**src/spwm_pkg.sv**
```systemverilog
// ----------------------------------------------------------------------------
// spwm_pkg
// shared types, codes and defaults of the stereo pan / width / peak mixer
// ----------------------------------------------------------------------------
`default_nettype none

package spwm_pkg;

  localparam int SAMPLE_BITS_DEF = 24;
  localparam int COEF_BITS_DEF   = 16;

  // register index port width, one code per register
  localparam int REG_IDX_W = 2;

  typedef enum logic [REG_IDX_W-1:0] {
    REG_PAN    = 2'd0,
    REG_WIDTH  = 2'd1,
    REG_VOLUME = 2'd2,
    REG_BYPASS = 2'd3
  } cfg_reg_e;

  typedef enum logic [1:0] {
    FUNC_PROC  = 2'd0,
    FUNC_CLR_L = 2'd1,
    FUNC_CLR_R = 2'd2,
    FUNC_NOP   = 2'd3
  } func_e;

  // multiplier schedule, one product per step
  localparam int N_MUL    = 8;
  localparam int MUL_OP_W = 3;
  localparam int STEP_W   = 4;

  typedef enum logic [MUL_OP_W-1:0] {
    M_GL_IL = 3'd0,  // left pan weight * left input
    M_GR_IR = 3'd1,  // right pan weight * right input
    M_WP_WL = 3'd2,  // (1+w) * weighted left
    M_WM_WR = 3'd3,  // (1-w) * weighted right, closes left mix
    M_WP_WR = 3'd4,  // (1+w) * weighted right
    M_WM_WL = 3'd5,  // (1-w) * weighted left, closes right mix
    M_V_ML  = 3'd6,  // volume * left mix
    M_V_MR  = 3'd7   // volume * right mix
  } mul_op_e;

  typedef struct packed {
    logic    load;     // latch the accepted item
    logic    mul_en;   // issue a product
    mul_op_e mul_op;
    logic    cons_en;  // consume the registered product
    mul_op_e cons_op;
    logic    fin;      // write the result register and update peaks
  } dp_cmd_t;

endpackage

`default_nettype wire

```
**src/spwm_ctrl.sv**
```systemverilog
// ----------------------------------------------------------------------------
// spwm_ctrl
// sequencer for the shared multiplier, input handshake and result valid
// ----------------------------------------------------------------------------
`default_nettype none

module spwm_ctrl
  import spwm_pkg::*;
(
  input  wire logic    clk_i,
  input  wire logic    rst_ni,
  input  wire logic    in_valid_i,
  output logic         in_ready_o,
  output logic         out_valid_o,
  input  wire logic    out_ready_i,
  input  wire logic    need_calc_i,
  output dp_cmd_t      cmd_o
);

  typedef enum logic [1:0] {
    ST_IDLE,
    ST_CALC,
    ST_FIN
  } state_e;

  state_e            state_q;
  logic [STEP_W-1:0] step_q;
  logic              out_valid_q;
  logic [STEP_W-1:0] step_m1;

  assign step_m1 = step_q - STEP_W'(1);

  always_comb begin
    cmd_o         = '0;
    cmd_o.mul_op  = mul_op_e'(step_q[MUL_OP_W-1:0]);
    cmd_o.cons_op = mul_op_e'(step_m1[MUL_OP_W-1:0]);
    in_ready_o    = 1'b0;
    case (state_q)
      ST_IDLE: begin
        in_ready_o = 1'b1;
        cmd_o.load = in_valid_i;
      end
      ST_CALC: begin
        cmd_o.mul_en  = (step_q < STEP_W'(N_MUL));
        cmd_o.cons_en = (step_q != '0);
      end
      ST_FIN: begin
        cmd_o.fin = !out_valid_q || out_ready_i;
      end
      default: ;
    endcase
  end

  assign out_valid_o = out_valid_q;

  always_ff @(posedge clk_i or negedge rst_ni) begin
    if (!rst_ni) begin
      state_q     <= ST_IDLE;
      step_q      <= '0;
      out_valid_q <= 1'b0;
    end else begin
      if (cmd_o.fin) begin
        out_valid_q <= 1'b1;
      end else if (out_ready_i) begin
        out_valid_q <= 1'b0;
      end
      case (state_q)
        ST_IDLE: begin
          step_q <= '0;
          if (in_valid_i) begin
            state_q <= need_calc_i ? ST_CALC : ST_FIN;
          end
        end
        ST_CALC: begin
          if (step_q == STEP_W'(N_MUL)) begin
            state_q <= ST_FIN;
          end else begin
            step_q <= step_q + STEP_W'(1);
          end
        end
        ST_FIN: begin
          if (cmd_o.fin) begin
            state_q <= ST_IDLE;
          end
        end
        default: state_q <= ST_IDLE;
      endcase
    end
  end

endmodule

`default_nettype wire

```
**src/spwm_datapath.sv**
```systemverilog
// ----------------------------------------------------------------------------
// spwm_datapath
// shared multiplier, accumulator, rounding, saturation and peak meters
// ----------------------------------------------------------------------------
`default_nettype none

module spwm_datapath
  import spwm_pkg::*;
#(
  parameter int SAMPLE_BITS = SAMPLE_BITS_DEF,
  parameter int COEF_BITS   = COEF_BITS_DEF
) (
  input  wire logic                          clk_i,
  input  wire logic                          rst_ni,
  input  wire dp_cmd_t                       cmd_i,
  input  wire logic [1:0]                    func_i,
  input  wire logic signed [SAMPLE_BITS-1:0] in_left_i,
  input  wire logic signed [SAMPLE_BITS-1:0] in_right_i,
  input  wire logic [COEF_BITS-1:0]          pan_i,
  input  wire logic [COEF_BITS-1:0]          width_i,
  input  wire logic [COEF_BITS-1:0]          volume_i,
  input  wire logic                          bypass_i,
  output logic signed [SAMPLE_BITS-1:0]      out_left_o,
  output logic signed [SAMPLE_BITS-1:0]      out_right_o,
  output logic [SAMPLE_BITS-2:0]             peak_left_o,
  output logic [SAMPLE_BITS-2:0]             peak_right_o
);

  localparam int S    = SAMPLE_BITS;
  localparam int C    = COEF_BITS;
  localparam int AW   = C + 2;
  localparam int BW   = S + 2;
  localparam int PW   = AW + BW;
  localparam int SUMW = PW + 2;

  localparam logic [C:0] ONE_C = {1'b1, {C{1'b0}}};
  localparam logic [C-1:0] HALF_C = {1'b1, {(C-1){1'b0}}};
  localparam logic [SUMW-1:0] RND_C   = {{(SUMW-C){1'b0}}, 1'b1, {(C-1){1'b0}}};
  localparam logic [SUMW-1:0] RND_C1  = {{(SUMW-C-1){1'b0}}, 1'b1, {C{1'b0}}};
  localparam logic [SUMW-1:0] RND_CM1 = {{(SUMW-C+1){1'b0}}, 1'b1, {(C-2){1'b0}}};

  func_e                 func_q;
  logic signed [S-1:0]   il_q, ir_q;
  logic signed [BW-1:0]  wl_q, wr_q, ml_q, mr_q;
  logic signed [PW-1:0]  prod_q, acc_q;
  logic signed [S-1:0]   l_q, r_q;
  logic signed [S-1:0]   out_l_q, out_r_q;
  logic [S-2:0]          peak_l_q, peak_r_q;

  logic [C:0]            gl, gr, wp, wm;
  logic signed [AW-1:0]  mul_a;
  logic signed [BW-1:0]  mul_b;
  logic signed [SUMW-1:0] sum_s, t_c, t_c1, t_cm1, r_c, r_c1, r_cm1;
  logic signed [S-1:0]   sat_v;
  logic [SUMW-S:0]       sat_hi;

  // pan law weights and width factors, all unsigned Q1.C
  always_comb begin
    gl = (pan_i > HALF_C) ? ((ONE_C - {1'b0, pan_i}) << 1) : ONE_C;
    gr = (pan_i < HALF_C) ? {pan_i, 1'b0} : ONE_C;
    wp = {1'b1, width_i};
    wm = ONE_C - {1'b0, width_i};
  end

  always_comb begin
    mul_a = '0;
    mul_b = '0;
    case (cmd_i.mul_op)
      M_GL_IL: begin mul_a = $signed({1'b0, gl}); mul_b = BW'(il_q); end
      M_GR_IR: begin mul_a = $signed({1'b0, gr}); mul_b = BW'(ir_q); end
      M_WP_WL: begin mul_a = $signed({1'b0, wp}); mul_b = wl_q; end
      M_WM_WR: begin mul_a = $signed({1'b0, wm}); mul_b = wr_q; end
      M_WP_WR: begin mul_a = $signed({1'b0, wp}); mul_b = wr_q; end
      M_WM_WL: begin mul_a = $signed({1'b0, wm}); mul_b = wl_q; end
      M_V_ML:  begin mul_a = $signed({2'b00, volume_i}); mul_b = ml_q; end
      M_V_MR:  begin mul_a = $signed({2'b00, volume_i}); mul_b = mr_q; end
      default: ;
    endcase
  end

  // round half up is an add of half an lsb and an arithmetic shift
  always_comb begin
    if (cmd_i.cons_op == M_WM_WR || cmd_i.cons_op == M_WM_WL) begin
      sum_s = SUMW'(acc_q) + SUMW'(prod_q);
    end else begin
      sum_s = SUMW'(prod_q);
    end
    t_c   = sum_s + $signed(RND_C);
    t_c1  = sum_s + $signed(RND_C1);
    t_cm1 = sum_s + $signed(RND_CM1);
    r_c   = t_c >>> C;
    r_c1  = t_c1 >>> (C + 1);
    r_cm1 = t_cm1 >>> (C - 1);
    sat_hi = r_cm1[SUMW-1:S-1];
    if (&sat_hi || ~|sat_hi) begin
      sat_v = r_cm1[S-1:0];
    end else if (r_cm1[SUMW-1]) begin
      sat_v = $signed({1'b1, {(S-1){1'b0}}});
    end else begin
      sat_v = $signed({1'b0, {(S-1){1'b1}}});
    end
  end

  always_ff @(posedge clk_i) begin
    if (cmd_i.load) begin
      func_q <= func_e'(func_i);
      il_q   <= in_left_i;
      ir_q   <= in_right_i;
    end
    if (cmd_i.mul_en) begin
      prod_q <= mul_a * mul_b;
    end
    if (cmd_i.cons_en) begin
      case (cmd_i.cons_op)
        M_GL_IL: wl_q  <= r_c[BW-1:0];
        M_GR_IR: wr_q  <= r_c[BW-1:0];
        M_WP_WL: acc_q <= prod_q;
        M_WM_WR: ml_q  <= r_c1[BW-1:0];
        M_WP_WR: acc_q <= prod_q;
        M_WM_WL: mr_q  <= r_c1[BW-1:0];
        M_V_ML:  l_q   <= sat_v;
        M_V_MR:  r_q   <= sat_v;
        default: ;
      endcase
    end
    if (cmd_i.fin) begin
      if (func_q == FUNC_PROC) begin
        out_l_q <= bypass_i ? il_q : l_q;
        out_r_q <= bypass_i ? ir_q : r_q;
      end else begin
        out_l_q <= '0;
        out_r_q <= '0;
      end
    end
  end

  // peak meters only see positive processed samples
  always_ff @(posedge clk_i or negedge rst_ni) begin
    if (!rst_ni) begin
      peak_l_q <= '0;
      peak_r_q <= '0;
    end else if (cmd_i.fin) begin
      case (func_q)
        FUNC_PROC: begin
          if (!bypass_i) begin
            if (!l_q[S-1] && (l_q[S-2:0] > peak_l_q)) peak_l_q <= l_q[S-2:0];
            if (!r_q[S-1] && (r_q[S-2:0] > peak_r_q)) peak_r_q <= r_q[S-2:0];
          end
        end
        FUNC_CLR_L: peak_l_q <= '0;
        FUNC_CLR_R: peak_r_q <= '0;
        default: ;
      endcase
    end
  end

  assign out_left_o   = out_l_q;
  assign out_right_o  = out_r_q;
  assign peak_left_o  = peak_l_q;
  assign peak_right_o = peak_r_q;

endmodule

`default_nettype wire

```
**src/stereo_pan_width_peak_mixer.sv**
```systemverilog
// ----------------------------------------------------------------------------
// stereo_pan_width_peak_mixer
// pan law, stereo width mix, master volume and positive peak meters
// ----------------------------------------------------------------------------
//
//   channel   dir  handshake            payload
//   s_axis    in   tvalid/tready        tdata: in_left, in_right; tuser: func
//   m_axis    out  tvalid/tready        tdata: out_left, out_right, peak_l, peak_r
//   cfg       in   cfg_we_i (no wait)   cfg_idx_i, cfg_wdata_i
//
// a processed frame goes from its accept through eight products on the one
// shared multiplier, a step that consumes the last product, and a finish
// that loads the result register; the input stays closed until the finish
// bypass, clear and unused items go from the accept straight to the finish
// a result waiting in the output register does not block the next accept;
// the finish cycle waits until the output register is free
// reset clears the sequencer, the valid flag, the peaks and the config registers
// ----------------------------------------------------------------------------
`default_nettype none

module stereo_pan_width_peak_mixer
  import spwm_pkg::*;
#(
  parameter int SAMPLE_BITS = SAMPLE_BITS_DEF,
  parameter int COEF_BITS   = COEF_BITS_DEF,
  localparam int IN_W  = ((2 * SAMPLE_BITS + 7) / 8) * 8,
  localparam int OUT_W = ((4 * SAMPLE_BITS - 2 + 7) / 8) * 8
) (
  input  wire logic                 clk_i,
  input  wire logic                 rst_ni,
  // stream in
  input  wire logic                 s_axis_tvalid_i,
  output logic                      s_axis_tready_o,
  input  wire logic [IN_W-1:0]      s_axis_tdata_i,   // in_left, in_right, zero pad
  input  wire logic [1:0]           s_axis_tuser_i,   // func
  // stream out
  output logic                      m_axis_tvalid_o,
  input  wire logic                 m_axis_tready_i,
  output logic [OUT_W-1:0]          m_axis_tdata_o,   // out_left, out_right,
                                                      // peak_left, peak_right, zero pad
  // register writes
  input  wire logic                 cfg_we_i,
  input  wire logic [REG_IDX_W-1:0] cfg_idx_i,
  input  wire logic [COEF_BITS-1:0] cfg_wdata_i
);

  localparam int S = SAMPLE_BITS;
  localparam int C = COEF_BITS;

  // configuration registers
  logic [C-1:0] pan_q, width_q, volume_q;
  logic         bypass_q;

  always_ff @(posedge clk_i or negedge rst_ni) begin
    if (!rst_ni) begin
      pan_q    <= {1'b1, {(C-1){1'b0}}};  // centre
      width_q  <= '1;                      // full stereo
      volume_q <= {1'b1, {(C-1){1'b0}}};  // unity
      bypass_q <= 1'b0;
    end else if (cfg_we_i) begin
      case (cfg_reg_e'(cfg_idx_i))
        REG_PAN:    pan_q    <= cfg_wdata_i;
        REG_WIDTH:  width_q  <= cfg_wdata_i;
        REG_VOLUME: volume_q <= cfg_wdata_i;
        REG_BYPASS: bypass_q <= cfg_wdata_i[0];
        default: ;
      endcase
    end
  end

  dp_cmd_t             cmd;
  logic                need_calc;
  logic signed [S-1:0] out_left, out_right;
  logic [S-2:0]        peak_left, peak_right;

  // only a process frame outside bypass goes through the multiplier
  assign need_calc = (func_e'(s_axis_tuser_i) == FUNC_PROC) && !bypass_q;

  spwm_ctrl u_ctrl (
    .clk_i       (clk_i),
    .rst_ni      (rst_ni),
    .in_valid_i  (s_axis_tvalid_i),
    .in_ready_o  (s_axis_tready_o),
    .out_valid_o (m_axis_tvalid_o),
    .out_ready_i (m_axis_tready_i),
    .need_calc_i (need_calc),
    .cmd_o       (cmd)
  );

  spwm_datapath #(
    .SAMPLE_BITS (SAMPLE_BITS),
    .COEF_BITS   (COEF_BITS)
  ) u_dp (
    .clk_i        (clk_i),
    .rst_ni       (rst_ni),
    .cmd_i        (cmd),
    .func_i       (s_axis_tuser_i),
    .in_left_i    ($signed(s_axis_tdata_i[S-1:0])),
    .in_right_i   ($signed(s_axis_tdata_i[2*S-1:S])),
    .pan_i        (pan_q),
    .width_i      (width_q),
    .volume_i     (volume_q),
    .bypass_i     (bypass_q),
    .out_left_o   (out_left),
    .out_right_o  (out_right),
    .peak_left_o  (peak_left),
    .peak_right_o (peak_right)
  );

  assign m_axis_tdata_o = OUT_W'({peak_right, peak_left, out_right, out_left});

endmodule

`default_nettype wire

```
**config.mk**
```make
export PLATFORM = sky130hd
export DESIGN_NAME = stereo_pan_width_peak_mixer
export DESIGN_NICKNAME = d
export VERILOG_FILES = /design/src/spwm_pkg.sv /design/src/spwm_ctrl.sv /design/src/spwm_datapath.sv /design/src/stereo_pan_width_peak_mixer.sv
export SDC_FILE = /design/constraint.sdc
export NUM_CORES = 2
export LEC_CHECK = 0
export BUFFER_PORTS_ARGS = -buffer_cell sky130_fd_sc_hd__buf_2
export CORE_AREA = 2 2 334 336
export DETAILED_ROUTE_END_ITERATION = 12
export DIE_AREA = 0 0 336 338
export REMOVE_ABC_BUFFERS = 1
export SLEW_MARGIN = 10
export SYNTH_ARGS = -nofsm -noshare
export SYNTH_HDL_FRONTEND = slang
export SYNTH_SLANG_ARGS = --single-unit
```
**constraint.sdc**
```tcl
create_clock -name clk_i -period 13.8 [get_ports clk_i]
set_clock_uncertainty 0.05 [all_clocks]
set_input_delay 2.76 -clock clk_i [delete_from_list [all_inputs] [get_ports clk_i]]
set_output_delay 2.76 -clock clk_i [all_outputs]
set_load 0.02 [all_outputs]
```
After elaboration in Yosys (flattened, before gate mapping)
Cells that the tools add are included.
{ "classes": {"n_addsub": 8, "mul": 1, "magnitude_cmp": 5, "eq_ne": 29, "muxes": 29, "n_reduce_logical": 45} }
{ "op_table": {"columns": ["cell", "count"], "rows": [
  ["26-bit one-hot mux with 6 select lines", 1],
  ["24-bit two-way mux", 4],
  ["23-bit two-way mux", 4],
  ["23-bit one-hot mux with 2 select lines", 2],
  ["18-bit one-hot mux with 5 select lines", 1],
  ["46-bit by 16-bit adder with 46-bit output (second input constant)", 1],
  ["23-bit > comparator", 2],
  ["46-bit two-way mux", 1],
  ["44-bit by 44-bit adder with 45-bit output", 1],
  ["18-bit by 26-bit multiplier with 44-bit output", 1],
  ["43-bit by 18-bit adder with 43-bit output (second input constant)", 1],
  ["42-bit by 17-bit adder with 42-bit output (second input constant)", 1],
  ["17-bit two-way mux", 2],
  ["3-bit equality test (second input constant)", 8],
  ["2-bit AND reduction", 12],
  ["17-bit by 16-bit subtractor with 17-bit output (first input constant)", 1],
  ["16-bit > comparator (second input constant)", 1],
  ["16-bit < comparator (second input constant)", 1],
  ["1-bit by 16-bit subtractor with 16-bit output (first input constant)", 1],
  ["3-bit by 2-bit equality test with 1-bit output (second input constant)", 4],
  ["2-bit inequality test (second input constant)", 6],
  ["2-bit OR reduction", 6],
  ["2-bit equality test (second input constant)", 4],
  ["2-bit logical NOT", 4],
  ["other kinds (22)", 47]
]} }
{ "totals": {"reg_bits": 440, "input_bits": 73, "output_inout_bits": 98, "elab_cells": 139} }

Longest topological paths before layout
{ "depth": {"word_depth": 9, "mapped_depth": 41, "depth_no_buf": 40} }

Hierarchy
From an unflattened synthesis, not the netlist that was laid out.
{ "hier_totals": {"hier_cells": 3835, "area_unflattened_um2": 38956.1} }
{ "by_module_without_submodules": {"columns": ["module", "n_inst", "cells_per_inst", "area_per_inst_um2", "seq_area_each_um2"], "rows": [
  ["spwm_datapath", 1, 3674, 36610.1, 11300.8],
  ["stereo_pan_width_peak_mixer", 1, 109, 1903.1, 1248.7],
  ["spwm_ctrl", 1, 52, 442.9, 175.2]
]} }

Worst setup path after synthesis
No wires, ideal clock.
{ "synth_path": {"path_kind": "register to register", "startpoint": "reg pan_q[0]", "endpoint": "reg u_dp.prod_q[41], data pin", "setup_ns": 0.262, "t_arrival_ns": 10.064, "required_ns": 13.488, "slack_ns": 3.424, "stages_incl_launch_ff": 35, "path_cell_list": "dfrtp_1 inv_1 ha_1 or3b_1 or3_1 or3_1 or3_1 or3_1 nor4_1 or3b_1 clkbuf_1 o21ai_0 a21oi_1 clkbuf_1 nor2_1 fa_1 inv_1 fa_1 fa_1 inv_1 fa_1 fa_1 inv_1 fa_1 inv_1 ha_1 a21o_1 nand2_1 or4b_2 o311a_1 o31ai_1 a2111oi_0 a2111oi_0 a21oi_1 xor2_1"} }
{ "synth_between": {"elab_chain_len": 4, "word_cells_on_any_way": 7, "cone_classes": "add/sub: 1; mul: 1; order compare: 2; mux: 3"} }
{ "synth_rtl": {"columns": ["item", "line_no", "rtl"], "rows": [
  ["start, declared", "stereo_pan_width_peak_mixer.sv:51", "logic [C-1:0] pan_q, width_q, volume_q;"],
  ["start signal, assigned", "stereo_pan_width_peak_mixer.sv:56", "pan_q <= {1'b1, {(C-1){1'b0}}};"],
  ["start signal, assigned", "stereo_pan_width_peak_mixer.sv:62", "REG_PAN: pan_q <= cfg_wdata_i;"],
  ["1-bit by 16-bit subtractor with 16-bit output (tied with other cells)", "spwm_datapath.sv:59", "gl = (pan_i > HALF_C) ? ((ONE_C - {1'b0, pan_i}) << 1) : ONE_C;"],
  ["17-bit two-way mux, on equally long branches", "spwm_datapath.sv:59, spwm_datapath.sv:60", null],
  ["18-bit one-hot mux with 5 select lines *", "spwm_datapath.sv:68", "case (cmd_i.mul_op)"],
  ["18-bit by 26-bit multiplier with 44-bit output *", "spwm_datapath.sv:111", "prod_q <= mul_a * mul_b;"],
  ["end signal, assigned", "spwm_datapath.sv:111", null],
  ["end, declared", "spwm_datapath.sv:45", "logic signed [PW-1:0] prod_q, acc_q;"]
]} }
Every way passes the cells marked *; elsewhere a longest branch is shown, timed or not. The select of a mux whose other input is x is not followed.
A chain may end at the register's enable or synchronous reset.

Worst setup path after layout
{ "layout_path": {"startpoint": "reg pan_q[1]", "endpoint": "reg u_dp.prod_q[41], data pin"} }
Same word-level chain as after synthesis.

==> results.tsv <==
metric	value	unit
hp-start	u_dp.prod_q[3]$_DFFE_PP_	
async_reset_ff_share	23.18	%
min_path_type	register to register	
worst_pin_slew	1.303	ns
dr.pass1.iters	7	
worst-path-buf-inv	5	
cts_root_buf	clkbuf_16	
cts_resized	0	
row_count	122	
cts_tree	yes	
cts_hold_buffers	0	
met3_usage	2.740	%
drive_gt1_share	11.17	%
grt-ovfl-total	0	
maxSlewViolCount	0	
grt_pass1_wl	175.4	mm
syn_inst	3719	
start_util	34.73	%
hold-path-endpoint	u_dp.acc_q[3]$_DFFE_PP_	
vias_per_cell	5.178	
gp_congestion	0.9338	
cap_violations	0	
period_needed	11.64	ns
r2r_cells	34	
slowest_delay	0.81	ns
outcome	finished, final reports clean	
areaGrowthSynthToFinish	11.13	%
clk_latency	0.63	ns
crit_path_end_kind	register	
cts.sinks	440	
arrival	11.94	ns
busiest_layer	met2	
cp.required	14.10	ns
vias	27860	
place_ws	2.237	ns
grt_antenna_before_repair	1	
crit_fanout	15	
synth_top_cell_area_share	26.55	%
ys_seq_elements	440	
nFillCells	10820	
rsz0062_at_grt	false	
cts_made_buffers	47	
diodes	0	
yosys_most_used_dff	edfxtp_1	
path_clk_slew	0.07	ns
netlist_area	38220	um^2
hold_viol_final	0	
detailed_place_hpwl	90.15	mm
r2r-end	u_dp.prod_q[41]$_DFFE_PP_	
fin_setup_tns	0	ns
synthDistinctLibCells	98	
die_y	338	um
nNetsFinal	4568	
synth_area_leaders	edfxtp_1 27%, fa_1 23%, ha_1 6.9%, inv_1 5.7%, dfrtp_1 5.5%	
postCtsSetupBuffers	0	
crit_path_start_kind	register	
slew_headroom	12.55	%
met1_usage	27.43	%
cp_common_cell	fa_1	
syn_avg_cell_area	10.28	um^2
dr.first_iter.drc_count	2422	
dieArea	113600	um^2
fin_ws	2.164	ns
totalWireLength	114.4	mm
die_width	336	um
grt_max_degree	71	
seq_area_frac_synth	33.29	%
grt_usage	20.43	%
port_buffers	168	
grtUsageMet2	33.32	%
io_pins	171	
hold_path_depth	0	
ff2ff_setup_slack	2.16	ns
yosysTopAreaCell	edfxtp_1	
timing.rr.start	pan_q[1]$_DFFE_PN0P_	
crit_type	register to register	
max_freq	85.94	MHz
wl_per_cell	21.26	um
ant_nets	0	
core_area	110100	um^2
clk_path_buf_depth	3	
yosysWarnings	0	
setup_viol	0	
ctsHtreeMaxLevel	2	
min_period_over_period	84.32	%
drc	0	
crit_family	adder cells	
synth-edff-count	338	
grt_pass1_vias	27940	
slowest_stage	a211oi_4	
[worst register-to-register path, delay by kind of cell, from the launching register on]
| kind | cells | cell delay [ns] |
|---|---|---|
| AO/OA/AOI/OAI | 9 | 3.30 |
| XOR/XNOR | 1 | 0.16 |
| adder cells (fa/ha/maj) | 8 | 3.65 |
| buffers and inverters | 5 | 0.28 |
| flip-flops | 1 | 0.41 |
| AND/OR/NAND/NOR | 11 | 3.50 |
[worst max path at each step]
stage	start	end	slack, ns	depth (start not counted)
2_1_floorplan	u_ctrl.step_q[1]$_DFFE_PN0P_	u_dp.prod_q[41]$_DFFE_PP_	2.12	30
3_3_place_gp	pan_q[0]$_DFFE_PN0P_	u_dp.prod_q[41]$_DFFE_PP_	2.35	34
3_5_place_dp	pan_q[1]$_DFFE_PN0P_	u_dp.prod_q[41]$_DFFE_PP_	2.24	32
4_1_cts	pan_q[1]$_DFFE_PN0P_	u_dp.prod_q[41]$_DFFE_PP_	2.18	32
5_1_grt	pan_q[1]$_DFFE_PN0P_	u_dp.prod_q[41]$_DFFE_PP_	1.54	32
6_report	pan_q[1]$_DFFE_PN0P_	u_dp.prod_q[41]$_DFFE_PP_	2.16	34
[state kept, by name, indices dropped and copies added (netlist names), 24 cells and up]
register / cells
u_dp.r_q: 24
u_dp.out_left_o: 24
u_dp.out_right_o: 24
u_dp.mr_q: 26
u_dp.ml_q: 26
u_dp.acc_q: 44
u_dp.il_q: 24
u_dp.wl_q: 26
u_dp.wr_q: 26
u_dp.ir_q: 24
u_dp.l_q: 24
u_dp.prod_q: 44
[through the flow]
stage                     cell area (um^2)  std cells  hold slack (ns)  utilization, %
after floorplan                      37640       3578           0.3807               -
final                                42480       5381           0.4078           38.59
after CTS                            42480       5381           0.4109           38.59
after global routing                 42480       5381           0.4157           38.59
after global placement               40910       5293           0.3933           37.17
after detailed placement             40910       5293           0.3952           37.17
[cell families after synthesis]
logic type / synth area share (%)
compound gates: 9.621
xor+xnor: 2.933
fa+ha+maj: 29.45
buf+inv: 7.198
flops: 33.29
mux: 4.118
other cells: 0.009811
simple gates: 13.38
[routing by layer]
metal	share of wire [%]	wire, um
met1	42	48000
met2	47	53460
met3	6.7	7675
met4	4.6	5261
met5	0	0
[synth_stat cells (56+ instances only)]
cell and count:
inv_1 576, fa_1 431, nor2_1 377, nand2_1 376, edfxtp_1 338, ha_1 210
clkbuf_1 114, a21oi_1 106, mux2i_1 103, xnor2_1 97, dfrtp_1 84, o21ai_0 76
nand3_1 68, nand2b_1 56
[cell usage in the layout (no fill, tap or decap), drive strengths merged, types with 51 or more instances in the layout]
master	instances
inv	577
fa	431
nor2	378
nand2	376
edfxtp	338
buf	227
ha	210
a21oi	120
o21ai	109
mux2i	104
xnor2	97
dfrtp	84
nand3	68
clkbuf	58
nand2b	56
a21o	51
[cell type report]
class                           instances  area, um^2  area share [%]
Clock inverter                         30       346.6          0.8160
Clock buffer                           58        1217           2.866
Sequential cell                       440       12730           29.96
Inverter                              576        2162           5.090
Tap cell                             1488        1862           4.383
Multi-Input combinational cell       2562       22880           53.86
Timing Repair Buffer                  227        1286           3.028
Power is not shown: default switching activity piles up to over one toggle a cycle in this logic, so the estimate is an artifact.
